===== src/sv/fat16sm_pkg.sv =====
// ----------------------------------------------------------------------------
// FAT16 sector mapper package
// Operation codes, register indexes and field widths shared by the mapper.
// ----------------------------------------------------------------------------
package fat16sm_pkg;

    // Field widths
    localparam int unsigned OP_W      = 2;
    localparam int unsigned CLUSTER_W = 16;
    localparam int unsigned LBA_W     = 32;
    localparam int unsigned SPC_W     = 8;
    localparam int unsigned OFFSET_W  = 9;
    localparam int unsigned CFG_IDX_W = 2;

    // Operation carried in s_tuser
    typedef enum logic [OP_W-1:0] {
        OP_OPEN    = 2'd0,
        OP_ADVANCE = 2'd1,
        OP_LINK    = 2'd2,
        OP_QUERY   = 2'd3
    } op_t;

    // Result kind carried in m_tuser
    localparam logic KIND_DATA = 1'b0;
    localparam logic KIND_FAT  = 1'b1;

    // Configuration register indexes
    localparam logic [CFG_IDX_W-1:0] REG_FAT_START  = 2'd0;
    localparam logic [CFG_IDX_W-1:0] REG_DATA_START = 2'd1;
    localparam logic [CFG_IDX_W-1:0] REG_SPC        = 2'd2;

    // Reset value of the cluster size register
    localparam logic [SPC_W-1:0] SPC_RESET = 8'd1;

endpackage


===== src/sv/fat16_file_sector_mapper.sv =====
// ----------------------------------------------------------------------------
// FAT16 file sector mapper
// Tracks a file cursor (cluster, sector in cluster) and maps it to sector
// addresses, asking for the FAT entry whenever a cluster boundary is crossed.
// ----------------------------------------------------------------------------
// Usage:
//   The s_ channel takes one command item per handshake: the operation in
//   s_tuser (open, advance, link, query) and a cluster word in s_tdata.
//   Every command item yields exactly one result item on the m_ channel:
//   m_tuser gives the kind (data sector or FAT fetch request) and m_tdata
//   gives the sector address and, for a FAT request, the entry byte offset.
//   The cfg_ channel writes the FAT start, data start and cluster size
//   registers; it is always ready. It is to be used only while the block is
//   idle; the block itself does not enforce this. An accepted item waits in
//   the input register and goes through the cursor update and the
//   9 x 17 bit address multiply into the result register, which drives
//   m_tvalid. One item is accepted every cycle while the receiver does not
//   stall.
//   When the receiver stalls, the result register holds its item and the
//   input register still takes one more item; s_tready then drops until the
//   result is taken. Reset clears both stages, the cursor and the registers
//   (cluster size returns to one sector).
// ----------------------------------------------------------------------------
module fat16_file_sector_mapper (
    input  logic                                aclk,
    input  logic                                aresetn,
    // Command channel
    input  logic                                s_tvalid,
    output logic                                s_tready,
    input  logic [fat16sm_pkg::CLUSTER_W-1:0]   s_tdata,  // [15:0] cluster_value
    input  logic [fat16sm_pkg::OP_W-1:0]        s_tuser,  // [1:0] operation
    // Result channel
    output logic                                m_tvalid,
    input  logic                                m_tready,
    output logic [47:0]                         m_tdata,  // [31:0] sector_lba,
                                                          // [40:32] fat_entry_offset,
                                                          // [47:41] zero
    output logic                                m_tuser,  // [0] result_kind
    // Configuration write channel
    input  logic                                cfg_valid,
    output logic                                cfg_ready,
    input  logic [fat16sm_pkg::CFG_IDX_W-1:0]   cfg_index,
    input  logic [fat16sm_pkg::LBA_W-1:0]       cfg_data
);
    import fat16sm_pkg::*;

    // Configuration registers
    logic [LBA_W-1:0]     fat_start_reg;
    logic [LBA_W-1:0]     data_start_reg;
    logic [SPC_W-1:0]     spc_reg;

    // Cursor state
    logic [CLUSTER_W-1:0] cluster_reg;
    logic [CLUSTER_W-1:0] cluster_next;
    logic [SPC_W-1:0]     sector_reg;
    logic [SPC_W-1:0]     sector_next;

    // Input stage
    logic                 in_valid_reg;
    op_t                  in_op_reg;
    logic [CLUSTER_W-1:0] in_value_reg;

    // Result stage
    logic                 out_valid_reg;
    logic                 out_kind_reg;
    logic [LBA_W-1:0]     out_lba_reg;
    logic [OFFSET_W-1:0]  out_offset_reg;

    // Datapath
    logic                 out_load;
    logic                 process;
    logic [SPC_W:0]       span;
    logic [SPC_W:0]       sector_inc;
    logic                 crossing;
    logic                 kind_next;
    logic signed [CLUSTER_W:0]         cluster_rel;
    logic signed [CLUSTER_W+SPC_W+2:0] cluster_base;
    logic [LBA_W-1:0]     data_lba;
    logic [LBA_W-1:0]     fat_lba;
    logic [LBA_W-1:0]     lba_next;
    logic [OFFSET_W-1:0]  offset_next;

    // Handshakes: the result register frees when empty or taken
    assign out_load  = !out_valid_reg || m_tready;
    assign process   = in_valid_reg && out_load;
    assign s_tready  = !in_valid_reg || out_load;
    assign cfg_ready = 1'b1;

    assign m_tvalid = out_valid_reg;
    assign m_tuser  = out_kind_reg;
    assign m_tdata  = {7'd0, out_offset_reg, out_lba_reg};

    // A cluster size of zero stands for 256 sectors
    assign span       = {(spc_reg == '0), spc_reg};
    assign sector_inc = {1'b0, sector_reg} + 9'd1;
    assign crossing   = (sector_inc >= span);

    // Cursor update for the item in the input register
    always_comb begin
        cluster_next = cluster_reg;
        sector_next  = sector_reg;
        kind_next    = KIND_DATA;
        case (in_op_reg)
            OP_OPEN: begin
                cluster_next = in_value_reg;
                sector_next  = '0;
            end
            OP_ADVANCE: begin
                if (crossing) begin
                    sector_next = '0;
                    kind_next   = KIND_FAT;
                end else begin
                    sector_next = sector_inc[SPC_W-1:0];
                end
            end
            OP_LINK: begin
                cluster_next = in_value_reg;
            end
            default: begin
            end
        endcase
    end

    // Data address from the updated cursor; cluster - 2 may go negative
    assign cluster_rel  = $signed({1'b0, cluster_next}) - 17'sd2;
    assign cluster_base = cluster_rel * $signed({1'b0, span});
    assign data_lba     = data_start_reg
                        + {{(LBA_W-(CLUSTER_W+SPC_W+3)){cluster_base[CLUSTER_W+SPC_W+2]}},
                           cluster_base}
                        + {{(LBA_W-SPC_W){1'b0}}, sector_next};

    // FAT sector and entry offset for the current cluster
    assign fat_lba = fat_start_reg + {{(LBA_W-8){1'b0}}, cluster_reg[CLUSTER_W-1:8]};

    assign lba_next    = (kind_next == KIND_FAT) ? fat_lba : data_lba;
    assign offset_next = (kind_next == KIND_FAT) ? {cluster_reg[7:0], 1'b0} : '0;

    // Control state, configuration and cursor
    always_ff @(posedge aclk) begin
        if (!aresetn) begin
            in_valid_reg   <= 1'b0;
            out_valid_reg  <= 1'b0;
            cluster_reg    <= '0;
            sector_reg     <= '0;
            fat_start_reg  <= '0;
            data_start_reg <= '0;
            spc_reg        <= SPC_RESET;
        end else begin
            if (s_tvalid && s_tready) begin
                in_valid_reg <= 1'b1;
            end else if (process) begin
                in_valid_reg <= 1'b0;
            end
            if (out_load) begin
                out_valid_reg <= in_valid_reg;
            end
            if (process) begin
                cluster_reg <= cluster_next;
                sector_reg  <= sector_next;
            end
            if (cfg_valid && cfg_ready) begin
                case (cfg_index)
                    REG_FAT_START:  fat_start_reg  <= cfg_data;
                    REG_DATA_START: data_start_reg <= cfg_data;
                    REG_SPC:        spc_reg        <= cfg_data[SPC_W-1:0];
                    default: begin
                    end
                endcase
            end
        end
    end

    // Payload registers
    always_ff @(posedge aclk) begin
        if (s_tvalid && s_tready) begin
            in_op_reg    <= op_t'(s_tuser);
            in_value_reg <= s_tdata;
        end
        if (process) begin
            out_kind_reg   <= kind_next;
            out_lba_reg    <= lba_next;
            out_offset_reg <= offset_next;
        end
    end

    // A FAT request always points at an even byte offset
    assert property (@(posedge aclk) disable iff (!aresetn)
        m_tvalid && (m_tuser == KIND_FAT) |-> (m_tdata[32] == 1'b0))
        else $error("FAT request with odd entry offset");

    // A data result carries no entry offset
    assert property (@(posedge aclk) disable iff (!aresetn)
        m_tvalid && (m_tuser == KIND_DATA) |-> (m_tdata[40:32] == '0))
        else $error("data result with nonzero entry offset");

    // Crossing a cluster boundary returns the position to the start
    assert property (@(posedge aclk) disable iff (!aresetn)
        process && (in_op_reg == OP_ADVANCE) && crossing |=> (sector_reg == '0))
        else $error("position not cleared at cluster boundary");

    // Open loads the cluster word and clears the position
    assert property (@(posedge aclk) disable iff (!aresetn)
        process && (in_op_reg == OP_OPEN)
        |=> (cluster_reg == $past(in_value_reg)) && (sector_reg == '0))
        else $error("open did not load the cursor");

    // Every processed item produces a result in the next cycle
    assert property (@(posedge aclk) disable iff (!aresetn)
        process |=> out_valid_reg)
        else $error("processed item did not reach the result register");

endmodule

===== config.mk =====
export PLATFORM = sky130hd
export DESIGN_NAME = fat16_file_sector_mapper
export DESIGN_NICKNAME = d
export VERILOG_FILES = /design/src/sv/fat16sm_pkg.sv /design/src/sv/fat16_file_sector_mapper.sv
export SDC_FILE = /design/constraint.sdc
export NUM_CORES = 1
export LEC_CHECK = 0
export BUFFER_PORTS_ARGS = -buffer_cell sky130_fd_sc_hd__buf_2
export CAP_MARGIN = 5
export CORE_UTILIZATION = 55
export DETAILED_ROUTE_END_ITERATION = 7
export PLACE_DENSITY = 0.76
export SYNTH_ARGS = -nofsm -noshare
export SYNTH_HDL_FRONTEND = slang
export SYNTH_SLANG_ARGS = --single-unit

===== constraint.sdc =====
create_clock -name aclk -period 14 [get_ports aclk]
set_clock_uncertainty 0.2 [all_clocks]
set_input_delay 2.1 -clock aclk [delete_from_list [all_inputs] [get_ports aclk]]
set_output_delay 2.1 -clock aclk [all_outputs]
set_load 0.005 [all_outputs]

# Word-level counts from Yosys, hierarchy flattened
# Index checks and enable logic that the tools add are counted.
dict set report word_totals {
  register_bits 158
  in_bits 57
}
dict set report classes {
  addsub 5
  multipliers 1
  magnitude_cmp 1
  n_eq_ne 4
  mux 8
  n_reduce_logical 14
}
# operator n
set op_table {}
lappend op_table {{$add A32 B8 Y32} 2}
lappend op_table {{$add A32 B32 Y32} 1}
lappend op_table {{$mux W32} 1}
lappend op_table {{$mul A17 B10 Y27} 1}
lappend op_table {{$sub A16 B2 Y17 const B} 1}
lappend op_table {{$mux W16} 1}
lappend op_table {{$pmux W8 S2} 1}
lappend op_table {{$add A8 B1 Y9 const B} 1}
lappend op_table {{$ge A9 B9 Y1} 1}
lappend op_table {{$logic_not A8 Y1} 1}
lappend op_table {{$mux W8} 1}
lappend op_table {{$reduce_and A2 Y1} 3}
lappend op_table {{$eq A2 B1 Y1 const B} 2}
lappend op_table {{$eq A2 B2 Y1 const B} 2}
lappend op_table {{$logic_not A2 Y1} 2}
lappend op_table {{$mux W1} 4}
lappend op_table {{$logic_and A1 B1 Y1} 2}
lappend op_table {{$logic_not A1 Y1} 2}
lappend op_table {{$logic_or A1 B1 Y1} 2}
lappend op_table {{$reduce_bool A2 Y1} 1}
lappend op_table {{$reduce_or A2 Y1} 1}

# Longest topological paths before layout
dict set report logic_depth {
  word_depth 8
  mapped_depth 42
  depth_no_buf 38
}

# Least setup slack after synthesis
# OpenSTA, ideal clock, no wires.
dict set report synth_path {
  path_kind {register to register}
  start {register in_op_reg[0]}
  end {register out_lba_reg[29], data pin}
  setup_ps 270
  arrival_ps 9675
  required_time_ps 13530
  setup_slack_ps 3855
  stages_incl_launch_ff 43
  path_buffers 5
  cell_sequence {edfxtp_1 buf_6 buf_2 buf_2 buf_1 mux2i_1 clkbuf_1 ha_1 o21ai_0 or2_2 nand3b_1 nor4_1 o21ai_0 xor2_1 nand2_1 fa_1 inv_1 fa_1 [... 7 more ...] nor2_1 a211o_1 o21ai_0 nand2b_1 a21oi_1 o21ba_2 xnor2_1 ha_1 ha_1 o21ai_0 o21ai_0 a221oi_1 o21ai_0 a211oi_1 o21ai_0 xor2_1 nor2_1 a21oi_1}
}
dict set report synth_between {
  elab_chain_cells 8
  elab_cells_between_ends 12
  classes_between {3 x add/sub; 1 x mul; 2 x eq/ne; 4 x mux; 2 x reduce/logical}
}
# element line_no
set synth_rtl {}
lappend synth_rtl {{start: declaration} fat16_file_sector_mapper.sv:60} ;# op_t in_op_reg;
lappend synth_rtl {{start signal: assignment} fat16_file_sector_mapper.sv:176} ;# in_op_reg <= op_t'(s_tuser);
lappend synth_rtl {{$eq A2 B2 Y1 or $logic_not A2 Y1 (tied branches)} fat16_file_sector_mapper.sv:103} ;# case (in_op_reg)
lappend synth_rtl {{$reduce_or A2 Y1 (no line)} -}
lappend synth_rtl {{$mux W16} fat16_file_sector_mapper.sv:103}
lappend synth_rtl {{$sub A16 B2 Y17} fat16_file_sector_mapper.sv:125} ;# assign cluster_rel = $signed({1'b0, cluster_next}) - 17'sd2;
lappend synth_rtl {{$mul A17 B10 Y27} fat16_file_sector_mapper.sv:126} ;# assign cluster_base = cluster_rel * $signed({1'b0, span});
lappend synth_rtl {{$add A32 B32 Y32} fat16_file_sector_mapper.sv:128} ;# + {{(LBA_W-(CLUSTER_W+SPC_W+3)){cluster_base[CLUSTER_W+SPC_W+2]}},
lappend synth_rtl {{$add A32 B8 Y32} fat16_file_sector_mapper.sv:130} ;# + {{(LBA_W-SPC_W){1'b0}}, sector_next};
lappend synth_rtl {{$mux W32 *} fat16_file_sector_mapper.sv:135} ;# assign lba_next = (kind_next == KIND_FAT) ? fat_lba : data_lba;
lappend synth_rtl {{net lba_next[29]} fat16_file_sector_mapper.sv:80} ;# logic [LBA_W-1:0] lba_next;
lappend synth_rtl {{end signal: assignment} fat16_file_sector_mapper.sv:181} ;# out_lba_reg <= lba_next;
lappend synth_rtl {{end: declaration} fat16_file_sector_mapper.sv:66} ;# logic [LBA_W-1:0] out_lba_reg;
# The timed path passes the listed nets; every way through them passes the cells marked *.
# A chain may end at the register's enable or synchronous reset.

# Worst setup path after layout
# Same ends and word-level chain as after synthesis.

==> results.md <==
* Outcome: finished clean
* Nets at 2,113
* Slew at the pin closest to its max-slew limit at ~1.0 ns
* Avg Inst Size Synth at 8.80 um2
* Largest stage delay, worst path at 0.65 ns
* Area growth syn-to-layout at 8.55%
* # Post-CTS Setup Buffers at 0
* Fmax at 91.9 MHz
* Main flop type after synthesis: dfxtp_1
* Total CTS buffers at 17
* Multi-input logic area at around 10,000 um2
* Port bufs at 99
* CTS resizes at 0
* Largest net degree at the start of global routing at 99
* Share of post-route cells with drive strength above 1 at between 8 and 9%
* Vias in the first global route at 12,000
* WL/cell at 17.0 um
* FFs w/ async S/R, synth at 0%
* DIE AREA at 28,300 um2
* Place WS at about 3.3 ns
* ANT nets after route at 0
* Warnings from Yosys at 0
* Leakage power at 7.70 nW
* # fillers at 2,336
* Area leader, netlist: fa_1
* Die X-Extent at between 150 and 200 um
* Synthesized cell area at 15,200 um2
* #FFs+latches synth at 157
* Avg Vias per Cell at 5.62
* Max-slew violations at 0
* Worst path slowest cell: mux2i_1
* Kind of critical path: register to register
* Power per cell area at roughly 83 nW/um2
* Setup_tns at 0 ns
* Synth top area share at 18.3%
* RSZ-0062 raised after global routing: no
* Worst Path Buf+Inv at 4
* Post-Syn Instances at 1,725
* CP Data Arrival Time at roughly 11 ns
* Row count at 60
* Core box area at 27,000 um2
* Netlist cell types at 68
* CP delay by family, top: adder cells
* Worst-Skew Late Latency at between 0.4 and 0.5 ns
* GRT overflow at 0
* WHS at 0.267 ns
* Initial DRC count at 796
* RePlAce Congestion at 0.951
* Clock slew at reported path FFs at around 0.070 ns
* Hold_buf cts at 0
* Reg-to-reg slack, setup at ~3.1 ns
* Worst endpoint required time at 13.96 ns
* CP startpoint kind: register
* Max cap viols at 0
* Final hold viol count at 0
* Seq/Total Area, Yosys at 24.6%
* First-pass GRT wire length at 59,900 um
* Final Cycle Share at 77.7%
* FF+latch area at around 3700 um2
* DRT Pass-1 Iters at 5
* Rel. slew slack at 30.6%
* Top cells by area, synth: fa_1 18%, dfxtp_1 13%, edfxtp_1 12%
* Initial core utilization at 56.2%
* # setup viols final at 0
* # IOs at 109
* Die height at 168 um
* Fin worst setup slack at around 3.1 ns
* Routed vias at 12,000
* Critical Path Most Common Cell: fa_1
* Fin crit period at ~11 ns
* CTS tree: yes
* CP Max Fanout at 35
* Final antenna diode count at 0
* # DRC at 0
* Nature of the critical path endpoint: register
* Clock tree buffer depth at 2
* Max IR drop VDD at 91.4 uV
* Global Route Usage Sum at approximately 27%
* Post-DP HPWL at approximately 28,000 um
* Number of antenna violations at the first check in global routing at 0
* HP Class: register to register
* Clock sink total at 157
* Post-synth EDFFs at 59
* WL final at 36,300 um
* Root Driver: clkbuf_16
* H-tree levels at 4
## final timing paths
| kind | cells after the start | from | endpoint |
|---|---|---|---|
| max reg2reg | 37 | in_op_reg[0]$_DFFE_PP_ | out_lba_reg[29]$_DFFE_PP_ |
| min | 2 | fat_start_reg[11]$_SDFFE_PN0P_ | fat_start_reg[11]$_SDFFE_PN0P_ |
| max | 37 | in_op_reg[0]$_DFFE_PP_ | out_lba_reg[29]$_DFFE_PP_ |
| min reg2reg | 2 | fat_start_reg[11]$_SDFFE_PN0P_ | fat_start_reg[11]$_SDFFE_PN0P_ |
## final cells by class
| class | count | area share, % |
|---|---|---|
| inverters | 206 | 4.69 |
| multi-input cells | 1296 | 63.1 |
| clock inverters | 10 | 0.615 |
| well taps | 341 | 2.59 |
| flip-flops and latches | 157 | 22.7 |
| repair buffers | 108 | 3.42 |
| clock buffers | 22 | 2.95 |
## synth_stat cells, types with 3 or more instances
library cell and number:
nand2_1 313, fa_1 139, edfxtp_1 59, nand3_1 18, o21a_1 11, inv_1 206, and3_1 14, nor3_1 21
nand3b_1 6, a21boi_0 79, a31oi_1 6, and4_1 3, nor4_1 7, a21oi_1 60, or2_2 5, nor3b_1 6
xnor2_1 65, o21ai_0 51, or3_1 5, ha_1 131, dfxtp_1 98, clkbuf_1 59, nand2b_1 19, xor2_1 44
and2_1 49, o211a_1 4, o211ai_1 5, a21o_1 18, o31ai_1 11, nand4_1 12, a211oi_1 10, mux2i_1 31
buf_4 9, nor2b_1 34, a31o_2 5, nor2_1 73
## cell usage in the layout, fill, tap and decap left out, drive strengths merged, types with 22 or more instances in the layout
master and count:
inv 212, buf 108, xor2 44, and2 49, edfxtp 59, clkbuf 22, mux2i 32, o21ai 52
xnor2 65, nand2 313, nor2 73, dfxtp 98, a21boi 79, a21oi 60, nor2b 34, fa 139
ha 131
## stage by stage
| step | utilization (%) | instances | instance area [um2] | power [mW] |
|---|---|---|---|---|
| after floorplan | - | 1732 | 15200 | 0.799 |
| after global placement | 58.8 | 2108 | 15900 | 0.898 |
| after detailed placement | 58.8 | 2108 | 15900 | 0.907 |
| after CTS | 61.0 | 2140 | 16500 | 1.38 |
| after global routing | 61.0 | 2140 | 16500 | 1.44 |
| final | 61.0 | 2140 | 16500 | 1.37 |
## worst reg2reg max path, delay by kind of cell (launching register included)
kind	cells	cell delay, ns
adders and majority gates	9	3.92
AOI/OAI and AO/OA	12	2.32
and+or+nand+nor	8	1.75
xor gates and xnor gates	3	0.91
muxes	1	0.66
buffers and inverters	4	0.55
DFF	1	0.32
## layer usage
layer	vias up	GRT usage (%)	wire length, um
met2	372	46.2	18000
met3	85	3.48	1900
met5	-	0	0
met1	5818	33.8	15000
li1	5759	-	-
met4	0	12.4	1380
## cells by family after synthesis
group	synth area share, %
adders and majority gates	29.1
muxes	2.27
DFF	24.6
buffers and inverters	7.19
other	0.0495
and+or+nand+nor	18.2
AOI/OAI and AO/OA	12.2
xor gates and xnor gates	6.29
## report_power, final
part | total, mW | internal [mW] | switching, mW | leakage (nW)
clock | 0.471 | 0.268 | 0.203 | 0.292
sequential | 0.524 | 0.505 | 0.0188 | 1.36
combinational | 0.377 | 0.150 | 0.227 | 6.05
total | 1.37 | 0.922 | 0.449 | 7.70
Power figures use the tool's default switching activity.
